`src/sv/bdsu_pkg.sv`:
```
// Package for the byte divider: operand width, item types and pipeline stage type.
// No dependencies; used by byte_divider_signed_unsigned_unit.
`timescale 1ns / 1ps
`default_nettype none

package bdsu_pkg;

    localparam int DATA_WIDTH = 8;
    localparam int SIGN_BIT   = DATA_WIDTH - 1;

    localparam logic [DATA_WIDTH-1:0] ONE_W  = {{(DATA_WIDTH-1){1'b0}}, 1'b1};
    localparam logic [DATA_WIDTH-1:0] ZERO_W = '0;

    typedef enum logic {
        REQ_UNSIGNED = 1'b0,
        REQ_SIGNED   = 1'b1
    } req_type_t;

    typedef struct packed {
        logic                  req_type;
        logic [DATA_WIDTH-1:0] dividend;
        logic [DATA_WIDTH-1:0] divisor;
    } req_t;

    typedef struct packed {
        logic [DATA_WIDTH-1:0] quotient;
        logic [DATA_WIDTH-1:0] remainder;
    } rsp_t;

    // One pipeline stage of the array divider.
    // nq holds unused dividend bits at the top and quotient bits at the bottom.
    typedef struct packed {
        logic [DATA_WIDTH-1:0] rem;
        logic [DATA_WIDTH-1:0] nq;
        logic [DATA_WIDTH-1:0] dm;
        logic [DATA_WIDTH-1:0] n_raw;
        logic                  q_neg;
        logic                  r_neg;
        logic                  dz;
    } stage_t;

endpackage

`default_nettype wire

```
`src/sv/byte_divider_signed_unsigned_unit.sv`:
```
// An accepted item passes through stage registers 0 to DATA_WIDTH and then the output
// registers, which show its result with done high.
// Throughput: one item per cycle; busy is never raised and nothing stalls.
// Cost per stage: one DATA_WIDTH+1 bit subtract (one restoring step per stage).
// Reset: rst_n clears all stage valid bits and done; no item is in flight after reset.
// Results cannot be held off: each item's result is shown for exactly one cycle.
`timescale 1ns / 1ps
`default_nettype none

module byte_divider_signed_unsigned_unit
(
    input  wire logic           clk,
    input  wire logic           rst_n,
    input  wire logic           start,
    output logic                busy,
    input  wire bdsu_pkg::req_t req,
    output logic                done,
    output bdsu_pkg::rsp_t      rsp
);

    localparam int W   = bdsu_pkg::DATA_WIDTH;
    // Edges from acceptance to the edge that samples done.
    localparam int LAT = W + 2;

    // Stage 0 holds the operand magnitudes; stage k holds the state after k restoring steps.
    bdsu_pkg::stage_t stg_reg [0:W];
    logic             vld_reg [0:W];

    bdsu_pkg::rsp_t   rsp_reg;
    logic             done_reg;

    bdsu_pkg::stage_t stg0_next;
    bdsu_pkg::rsp_t   rsp_next;

    logic             accept;
    logic             n_neg;
    logic             d_neg;

    // Pipeline never stalls.
    assign busy   = 1'b0;
    assign accept = start && !busy;

    //------------------------------------------------------------------
    // Entry stage: sign handling and magnitudes
    //------------------------------------------------------------------
    always_comb
    begin
        n_neg = (req.req_type == bdsu_pkg::REQ_SIGNED) && req.dividend[bdsu_pkg::SIGN_BIT];
        d_neg = (req.req_type == bdsu_pkg::REQ_SIGNED) && req.divisor[bdsu_pkg::SIGN_BIT];

        stg0_next.rem   = bdsu_pkg::ZERO_W;
        stg0_next.nq    = n_neg ? (~req.dividend + bdsu_pkg::ONE_W) : req.dividend;
        stg0_next.dm    = d_neg ? (~req.divisor + bdsu_pkg::ONE_W) : req.divisor;
        stg0_next.n_raw = req.dividend;
        stg0_next.q_neg = n_neg ^ d_neg;
        stg0_next.r_neg = n_neg;
        stg0_next.dz    = (req.divisor == bdsu_pkg::ZERO_W);
    end

    always_ff @(posedge clk or negedge rst_n)
    begin
        if (!rst_n)
        begin
            vld_reg[0] <= 1'b0;
        end
        else
        begin
            vld_reg[0] <= accept;
        end
    end

    always_ff @(posedge clk)
    begin
        if (accept)
        begin
            stg_reg[0] <= stg0_next;
        end
    end

    //------------------------------------------------------------------
    // Restoring steps, one quotient bit per stage, MSB first
    //------------------------------------------------------------------
    for (genvar gi = 1; gi <= W; gi++)
    begin : g_step
        bdsu_pkg::stage_t step_next;
        logic [W:0]       shifted;
        logic [W:0]       diff;

        always_comb
        begin
            shifted   = {stg_reg[gi-1].rem, stg_reg[gi-1].nq[W-1]};
            diff      = shifted - {1'b0, stg_reg[gi-1].dm};
            step_next = stg_reg[gi-1];
            // No borrow means the shifted partial remainder covers the divisor.
            if (!diff[W])
            begin
                step_next.rem = diff[W-1:0];
            end
            else
            begin
                step_next.rem = shifted[W-1:0];
            end
            step_next.nq = {stg_reg[gi-1].nq[W-2:0], ~diff[W]};
        end

        always_ff @(posedge clk or negedge rst_n)
        begin
            if (!rst_n)
            begin
                vld_reg[gi] <= 1'b0;
            end
            else
            begin
                vld_reg[gi] <= vld_reg[gi-1];
            end
        end

        always_ff @(posedge clk)
        begin
            if (vld_reg[gi-1])
            begin
                stg_reg[gi] <= step_next;
            end
        end
    end

    //------------------------------------------------------------------
    // Output stage: sign fix-up and divide-by-zero override
    //------------------------------------------------------------------
    always_comb
    begin
        if (stg_reg[W].dz)
        begin
            rsp_next.quotient  = bdsu_pkg::ZERO_W;
            rsp_next.remainder = stg_reg[W].n_raw;
        end
        else
        begin
            rsp_next.quotient  = stg_reg[W].q_neg ? (~stg_reg[W].nq + bdsu_pkg::ONE_W)
                                                  : stg_reg[W].nq;
            rsp_next.remainder = stg_reg[W].r_neg ? (~stg_reg[W].rem + bdsu_pkg::ONE_W)
                                                  : stg_reg[W].rem;
        end
    end

    always_ff @(posedge clk or negedge rst_n)
    begin
        if (!rst_n)
        begin
            done_reg <= 1'b0;
        end
        else
        begin
            done_reg <= vld_reg[W];
        end
    end

    always_ff @(posedge clk)
    begin
        if (vld_reg[W])
        begin
            rsp_reg <= rsp_next;
        end
    end

    assign done = done_reg;
    assign rsp  = rsp_reg;

`ifndef NO_ASSERTIONS
    // Every result traces back to an item accepted a fixed latency earlier.
    a_done_has_item: assert property (@(posedge clk) disable iff (!rst_n)
        done |-> $past(start, LAT))
        else $error("result without a matching item");

    // Valid bits move one stage per cycle.
    a_valid_moves: assert property (@(posedge clk) disable iff (!rst_n)
        vld_reg[0] |=> vld_reg[1])
        else $error("valid bit lost in pipeline");

    // Divide by zero: quotient zero, remainder is the dividend.
    a_div_zero: assert property (@(posedge clk) disable iff (!rst_n)
        (done && ($past(req.divisor, LAT) == bdsu_pkg::ZERO_W)) |->
        (rsp.quotient == bdsu_pkg::ZERO_W && rsp.remainder == $past(req.dividend, LAT)))
        else $error("divide-by-zero result wrong");

    // Unsigned mode with a nonzero divisor: remainder below the divisor.
    a_urem_range: assert property (@(posedge clk) disable iff (!rst_n)
        (done && ($past(req.req_type, LAT) == bdsu_pkg::REQ_UNSIGNED)
              && ($past(req.divisor, LAT) != bdsu_pkg::ZERO_W)) |->
        (rsp.remainder < $past(req.divisor, LAT)))
        else $error("unsigned remainder not below divisor");
`endif

endmodule

`default_nettype wire

```
`config.mk`:
```
export PLATFORM = sky130hd
export DESIGN_NAME = byte_divider_signed_unsigned_unit
export DESIGN_NICKNAME = d
export VERILOG_FILES = /design/src/sv/bdsu_pkg.sv /design/src/sv/byte_divider_signed_unsigned_unit.sv
export SDC_FILE = /design/constraint.sdc
export NUM_CORES = 1
export LEC_CHECK = 0
export BUFFER_PORTS_ARGS = -buffer_cell sky130_fd_sc_hd__buf_2
export CORE_MARGIN = 2
export CORE_UTILIZATION = 60
export CTS_CLUSTER_SIZE = 40
export DETAILED_ROUTE_END_ITERATION = 16
export GPL_ROUTABILITY_DRIVEN = 1
export GPL_TIMING_DRIVEN = 0
export PLACE_DENSITY = 0.76
export SLEW_MARGIN = 0
export SYNTH_ARGS = -nofsm -noshare
export SYNTH_HDL_FRONTEND = slang
export SYNTH_SLANG_ARGS = --single-unit
```
`constraint.sdc`:
```
create_clock -name clk -period 3.2 [get_ports clk]
set_clock_uncertainty 0.1 [all_clocks]
set_input_delay 0.32 -clock clk [delete_from_list [all_inputs] [get_ports clk]]
set_output_delay 0.32 -clock clk [all_outputs]
set_load 0.01 [all_outputs]
```
==> results of run 1 <==
==> kinds of logic after synthesis <==
family / Yosys count
compound gates: 117
xor+xnor: 57
fa+ha+maj: 69
buf+inv: 92
flops: 317
mux: 65
other cells: 1
simple gates: 159
==> routing by layer <==
layer	share of wire (%)	track usage [%]	wire length [um]
met1	41	18.5	7560
met2	54	30.6	10100
met3	2.6	2.45	490
met4	2.8	5.56	524
met5	0	0	0
==> placed cells by master, fill, tap and decap left out, drive strengths merged, types with 5 or more instances in the layout <==
master,count
a211oi,13
fa,7
nor4,5
edfxtp,307
a21oi,44
o21ai,26
xnor2,24
inv,88
nand3,15
clkbuf,38
dfrtp,10
clkinvlp,5
xor2,33
mux2,47
mux2i,18
nor2b,9
ha,62
buf,37
dlygate4sd3,11
nand2,38
or2,7
clkinv,12
nand2b,14
o22ai,7
nor2,39
nor3,11
o31ai,5
==> how the worst max path moves through the flow <==
stage	slack, ns	cells past startpoint	end
after CTS	0.33	8	stg_reg[1][98]$_DFFE_PP_
final	0.33	8	stg_reg[1][98]$_DFFE_PP_
after detailed placement	0.37	9	stg_reg[1][134]$_DFFE_PP_
after global routing	0.13	8	stg_reg[1][98]$_DFFE_PP_
after floorplan	0.65	7	stg_reg[1][29]$_DFFE_PP_
after global placement	0.40	9	stg_reg[1][134]$_DFFE_PP_
==> power breakdown <==
part / internal [W] / total [W] / switching, W
clock: 0.00214 / 0.00358 / 0.00144
sequential: 0.00530 / 0.00563 / 0.000327
combinational: 0.00138 / 0.00273 / 0.00136
total: 0.00882 / 0.0119 / 0.00313
==> layout make-up <==
cell class / instances / area [um2] / area share [%]
buffer: 4 / 18.8 / 0.124
clock buffer: 35 / 811 / 5.34
clock inverter: 21 / 226 / 1.49
inverter: 88 / 333 / 2.19
multi-input combinational: 471 / 3690 / 24.3
sequential: 317 / 9470 / 62.3
tap: 280 / 350 / 2.31
timing repair buffer: 47 / 290 / 1.91
==> per-stage QoR <==
| step | std cells | power (W) |
|---|---|---|
| 2_1_floorplan | 880 | 0.00780 |
| 3_3_place_gp | 1196 | 0.00833 |
| 3_5_place_dp | 1196 | 0.00842 |
| 4_1_cts | 1263 | 0.0120 |
| 5_1_grt | 1263 | 0.0126 |
| 6_report | 1263 | 0.0119 |
==> worst max-delay path, delay by kind of cell, from the launching register on <==
kind / cells / cell delay (ns)
fa+ha+maj: 2 / 0.48
simple gates: 2 / 0.23
xor+xnor: 1 / 0.78
compound gates: 1 / 0.11
flops: 1 / 0.41
buf+inv: 1 / 0.09
mux: 1 / 0.42
==> key figures, run 1 <==
Global route
  – GR Overflow Total: 0
  – Initial antenna violation count: 0
  – First-pass GRT wire length: a little over 30 mm
  – Largest net degree at the start of global routing: 36
  – GRT Overall Usage: 16.1%
  – Number of global-route vias before repair: 6741

Yosys
  – Adder-Cell Fraction of Synth Area: 6.78%
  – Largest family of logic cells by synthesized area: adder cells
  – Post-synthesis mux area share: 5.42%
  – Synth Area in XOR/XNOR: under 10%
  – Simple-Gate Fraction of Synth Area: 5.97%
  – Synthesized cell area: approximately 0.013 mm2
  – Post-synthesis cell count: 877
  – Synth warn: 0
  – Area leader, netlist: edfxtp_1
  – Synth top cells by count: 307 x edfxtp_1, 87 x inv_1, 62 x ha_1
  – Syn Area/Cell: about 15 um2
  – Post-synthesis compound-gate area fraction: under 10%
  – Most numerous cell in the Yosys netlist: edfxtp_1
  – Seq/Total Area, Yosys: 70.1%
  – Top FF cell, synth: edfxtp_1
  – Unique cell type count in the Yosys netlist: between 40 and 50
  – FFs w/ async S/R, synth: under 10%
  – Post-synth top area share: 68.3%
  – Synth Register Bits: around 320
  – Number of synthesized flops with an enable pin: 307
  – Top cells by area, synth: edfxtp_1 68%, ha_1 5.7%, mux2_2 3.4%, inv_1 2.4%, xor2_1 2.1%

Cells and area
  – Ant diodes: 0
  – Number of flip-flops in the largest register: approximately 290
  – Layout cell share with drive strength beyond 1: 15.5%
  – P&R area growth vs syn: 12.5%
  – Final #Nets: 1048
  – Post-layout util: 69.2%
  – Fillers: 1433
  – Final instance area: between 0.015 and 0.02 mm2

Placed design
  – Buffers on Ports: 36
  – Area after DPL: roughly 0.014 mm2
  – Final HPWL DP: ~13 mm
  – GPL Wtd Cong: approximately 0.85
  – Pre-CTS WS: 0.368 ns

Clocking
  – # resized after CTS: 0
  – CTS tree: yes
  – Root Buffer: clkbuf_16
  – Clk sink count: approximately 320
  – Clock Pin Slew Worst Setup and Hold Paths: 0.06 ns
  – Post CTS Setup Buffer Count: 0
  – Num CTS Buffers: 30
  – H-tree lvl count: 1
  – CTS hold repair buffers: 11
  – Longest Clk Path Bufs: 3
  – Insertion delay to the later sink of the worst-skew pair: 0.55 ns

Drt
  – Via/cell ratio: 5.36
  – Final WL: 18.7 mm
  – Drt pass-1 iters: 4
  – Drt wl/cell: 14.8 um
  – Antenna Nets Post-Route: 0
  – DRC: 0
  – Via count: 6767
  – Initial DRC Count: 353

Worst setup path
  – Critical register-to-register path startpoint: stg_reg[1][46]$_DFFE_PP_
  – R2R depth: 8
  – Setup CP Type: reg2reg
  – Worst Path Required: between 3 and 4 ns
  – Slowest CP cell: xnor2_1
  – Crit-path cells: ha_1 -> inv_1 -> fa_1 -> nand3_1 -> nand2_1 -> a21oi_1 -> xnor2_1 -> mux2_2
  – Worst R2R End: stg_reg[1][98]$_DFFE_PP_
  – Worst reg2reg setup slack: approximately 0.33 ns
  – Crit start category: flip-flop
  – Crit path largest cell delay: approximately 0.8 ns
  – CP Max Fanout: 9
  – Crit path arrival time: approximately 3.1 ns
  – Crit path from: stg_reg[1][46]$_DFFE_PP_
  – Element type at the critical path end: flip-flop

Pwr
  – Pwr/cell area: around 800 mW/mm2
  – VDD IR max: 433 uV
  – Leakage: around 5.8 nW

STA
  – Fmax: roughly 0.35 GHz
  – Final hold violation count: 0
  – Sum Neg Setup Slack: 0 ns
  – Final Critical Period: 2.87 ns
  – Final setup violation count: 0
  – Unrepaired setup endpoints after global routing: false
  – Slew Viols, Final: 0
  – WHS: between 0.02 and 0.025 ns
  – Max-Slew Margin vs Limit: a little over 10%
  – Fin crit share: 89.7%
  – Tightest Pin Transition: 1.34 ns
  – Fin worst setup slack: around 0.33 ns

Worst hold path
  – WHS Path Cells: 2
  – Worst hold path class: in2reg
  – Hold Path Sink: stg_reg[0][2]$_DFFE_PP_
  – Hold_sp: req[16]

Floorplanning
  – Die H: about 150 um
  – # rows: 54
  – Initial Utilization: 61.5%
  – Core Box Area: between 0.02 and 0.025 mm2
  – Die footprint: 0.0237 mm2
  – IO Pins: 38
  – Die Wd: 154 um

Flow run
  – Max Cap Viol: 0

Status
  – Outcome: finished, final reports clean
(Power assumes the default switching activity.)
==> run 2, diff against run 1 <==
CORE_UTILIZATION = 56   (was 60)
PLACE_DENSITY = 0.75   (was 0.76)
SLEW_MARGIN = unset   (was 0)
clock period = 2.5 ns   (was 3.2 ns; I/O delays follow)
==> run 2 against run 1 <==
Against the previous run:
- the flow now finishes with violations (setup timing)
- cell area up 5.0%
- die area rose by 7.0%
- first-iteration DRC count decreased by 23%
- hold slack better by 0.29 ns
- sequential share of layout area decreased by 3.0 points
- sequential cell count did not move
- cell count rose by 5.6%
- critical path type unchanged
==> key figures, run 2 (synthesis results as in run 1) <==
Drt
  – Via/cell ratio: between 5 and 6
  – Drt wl/cell: 15.3 um
  – Final WL: between 20 and 25 mm
  – DRC: 0
  – Drt pass-1 iters: 5
  – Antenna Nets Post-Route: 0
  – Initial DRC Count: 273
  – Via count: 7061

Worst hold path
  – WHS Path Cells: 0
  – Worst hold path class: reg2reg
  – Hold_sp: stg_reg[0][76]$_DFFE_PP_
  – Hold Path Sink: stg_reg[0][111]$_DFFE_PP_

Global route
  – Number of global-route vias before repair: 7355
  – GR Overflow Total: 0
  – GRT Overall Usage: 16.1%
  – First-pass GRT wire length: 33.5 mm
  – Initial antenna violation count: 0
  – Largest net degree at the start of global routing: 36

Placed design
  – Final HPWL DP: ~13 mm
  – Buffers on Ports: 36
  – Pre-CTS WS: -0.313 ns
  – GPL Wtd Cong: 0.876

Floorplanning
  – Die H: 159 um
  – Die footprint: about 0.025 mm2
  – Initial Utilization: 57.3%
  – IO Pins: 38
  – Core Box Area: 0.0235 mm2
  – Die Wd: 159 um
  – # rows: 56

STA
  – Final hold violation count: 0
  – Unrepaired setup endpoints after global routing: true
  – Final Critical Period: around 2.6 ns
  – Fmax: 0.384 GHz
  – Final setup violation count: 22
  – Slew Viols, Final: 0
  – Fin crit share: 104%
  – Max-Slew Margin vs Limit: 13.7%
  – Fin worst setup slack: -0.105 ns
  – Tightest Pin Transition: ~1.3 ns

Pwr
  – Pwr/cell area: 1040 mW/mm2
  – Combinational group share of total power: 27.2%
  – Leakage: 6.13 nW
  – VDD IR max: ~600 uV
  – Sw Pwr: 0.00442 W
  – Internal: 0.0121 W
  – Reg power frac: 43.8%
  – Net Sw Frac: 26.7%
  – Clock share of power: 29.1%

Clocking
  – Longest Clk Path Bufs: 3
  – H-tree lvl count: 1
  – CTS tree: yes
  – Num CTS Buffers: 31
  – Insertion delay to the later sink of the worst-skew pair: approximately 0.55 ns
  – Root Buffer: clkbuf_16
  – Clk sink count: approximately 320
  – Clock Pin Slew Worst Setup and Hold Paths: around 0.060 ns

Worst setup path
  – Worst reg2reg setup slack: -0.11 ns
  – Worst Path Required: 2.70 ns
  – Setup CP Type: reg2reg
  – CP Max Fanout: 8
  – Element type at the critical path end: flip-flop
  – Worst R2R End: stg_reg[0][136]$_DFFE_PP_
  – Critical register-to-register path startpoint: stg_reg[0][96]$_DFFE_PP_
  – Crit start category: flip-flop
  – R2R depth: 9
  – Crit path arrival time: around 2.8 ns

Flow run
  – Max Cap Viol: 0

Cells and area
  – Most frequent cells in the layout: 307 x edfxtp_1, 79 x inv_1, 56 x ha_1
  – P&R area growth vs syn: 18.2%
  – Post-layout util: 67.8%
  – Number of flip-flops in the largest register: approximately 290
  – Ant diodes: 0
  – Layout cell share with drive strength beyond 1: about 22%
  – Leading cell type in the layout, fill and taps excluded: edfxtp_1
  – Fillers: around 1600
  – Final #Nets: 1079

Status
  – Violated checks: setup timing
  – Outcome: finished, violations left
[run 2: how the worst max path moves through the flow]
| stage | to | slack (ns) | from | cells past startpoint |
|---|---|---|---|---|
| 2_1_floorplan | stg_reg[1][133]$_DFFE_PP_ | 0.007 | stg_reg[1][96]$_DFFE_PP_ | 9 |
| 5_1_grt | stg_reg[0][136]$_DFFE_PP_ | -0.15 | stg_reg[0][96]$_DFFE_PP_ | 9 |
| 6_report | stg_reg[0][136]$_DFFE_PP_ | -0.11 | stg_reg[0][96]$_DFFE_PP_ | 9 |
| 3_3_place_gp | stg_reg[1][134]$_DFFE_PP_ | -0.33 | stg_reg[1][96]$_DFFE_PP_ | 9 |
| 4_1_cts | stg_reg[1][31]$_DFFE_PP_ | -0.11 | stg_reg[0][131]$_DFFE_PP_ | 10 |
| 3_5_place_dp | stg_reg[1][134]$_DFFE_PP_ | -0.31 | stg_reg[1][96]$_DFFE_PP_ | 9 |
[run 2: final cells by class]
cell class                      count  area [um2]  share of cell area [%]
Multi-Input combinational cell    472        4100                    25.7
Tap cell                          319         399                    2.50
Sequential cell                   317        9470                    59.4
Inverter                           88         340                    2.13
Buffer                              4        18.8                   0.118
Clock inverter                     20         274                    1.72
Clock buffer                       38         802                    5.03
Timing Repair Buffer               76         542                    3.40
[run 2: repair_timing]
action	4_1_cts	5_1_grt
cloned	0	1
setup buffers	14	6
endpoints found under the hold margin	35	0
resized for setup	63	28
hold buffers	20	0
setup endpoints to repair	57	53
pin swaps	15	15
[run 2: power by group through the flow]
| stage | Combinational [W] | Sequential, W | Clock [W] |
|---|---|---|---|
| 4_1_cts | 0.00424 | 0.00724 | 0.00490 |
| 6_report | 0.00450 | 0.00725 | 0.00481 |
| 3_5_place_dp | 0.00349 | 0.00731 | 0 |
| 3_3_place_gp | 0.00340 | 0.00728 | 0 |
| 2_1_floorplan | 0.00282 | 0.00718 | 0 |
| 5_1_grt | 0.00491 | 0.00733 | 0.00511 |
[run 2: critical path: stages (launching register included)]
cell	delay, ns
edfxtp_1	0.41
inv_2	0.11
ha_4	0.15
inv_4	0.04
fa_2	0.39
a21o_1	0.18
a21oi_2	0.15
o31a_1	0.24
xnor2_4	0.24
mux2_4	0.34
[run 2: per-layer routing]
| metal | global-route usage [%] | vias up | share of wire, % | wire [um] |
|---|---|---|---|---|
| li1 | - | 3476 | - | - |
| met1 | 17.5 | 3380 | 38 | 7750 |
| met5 | 0 | - | 0 | 0 |
| met4 | 7.52 | 0 | 3.9 | 795 |
| met3 | 2.50 | 62 | 3.3 | 680 |
| met2 | 30.7 | 143 | 55 | 11200 |
[run 2: stage by stage]
stage	area, um2	TNS [ns]	total power (W)	std cells	hold WS, ns
finish	16000	-1.60	0.0166	1334	0.317
global route	16000	-2.66	0.0173	1334	0.315
CTS	15800	-1.20	0.0164	1327	0.312
detailed placement	14100	-12.26	0.0108	1235	0.0383
global placement	14100	-11.38	0.0107	1235	0.0279
floorplan	13500	0	0.0100	880	-0.146
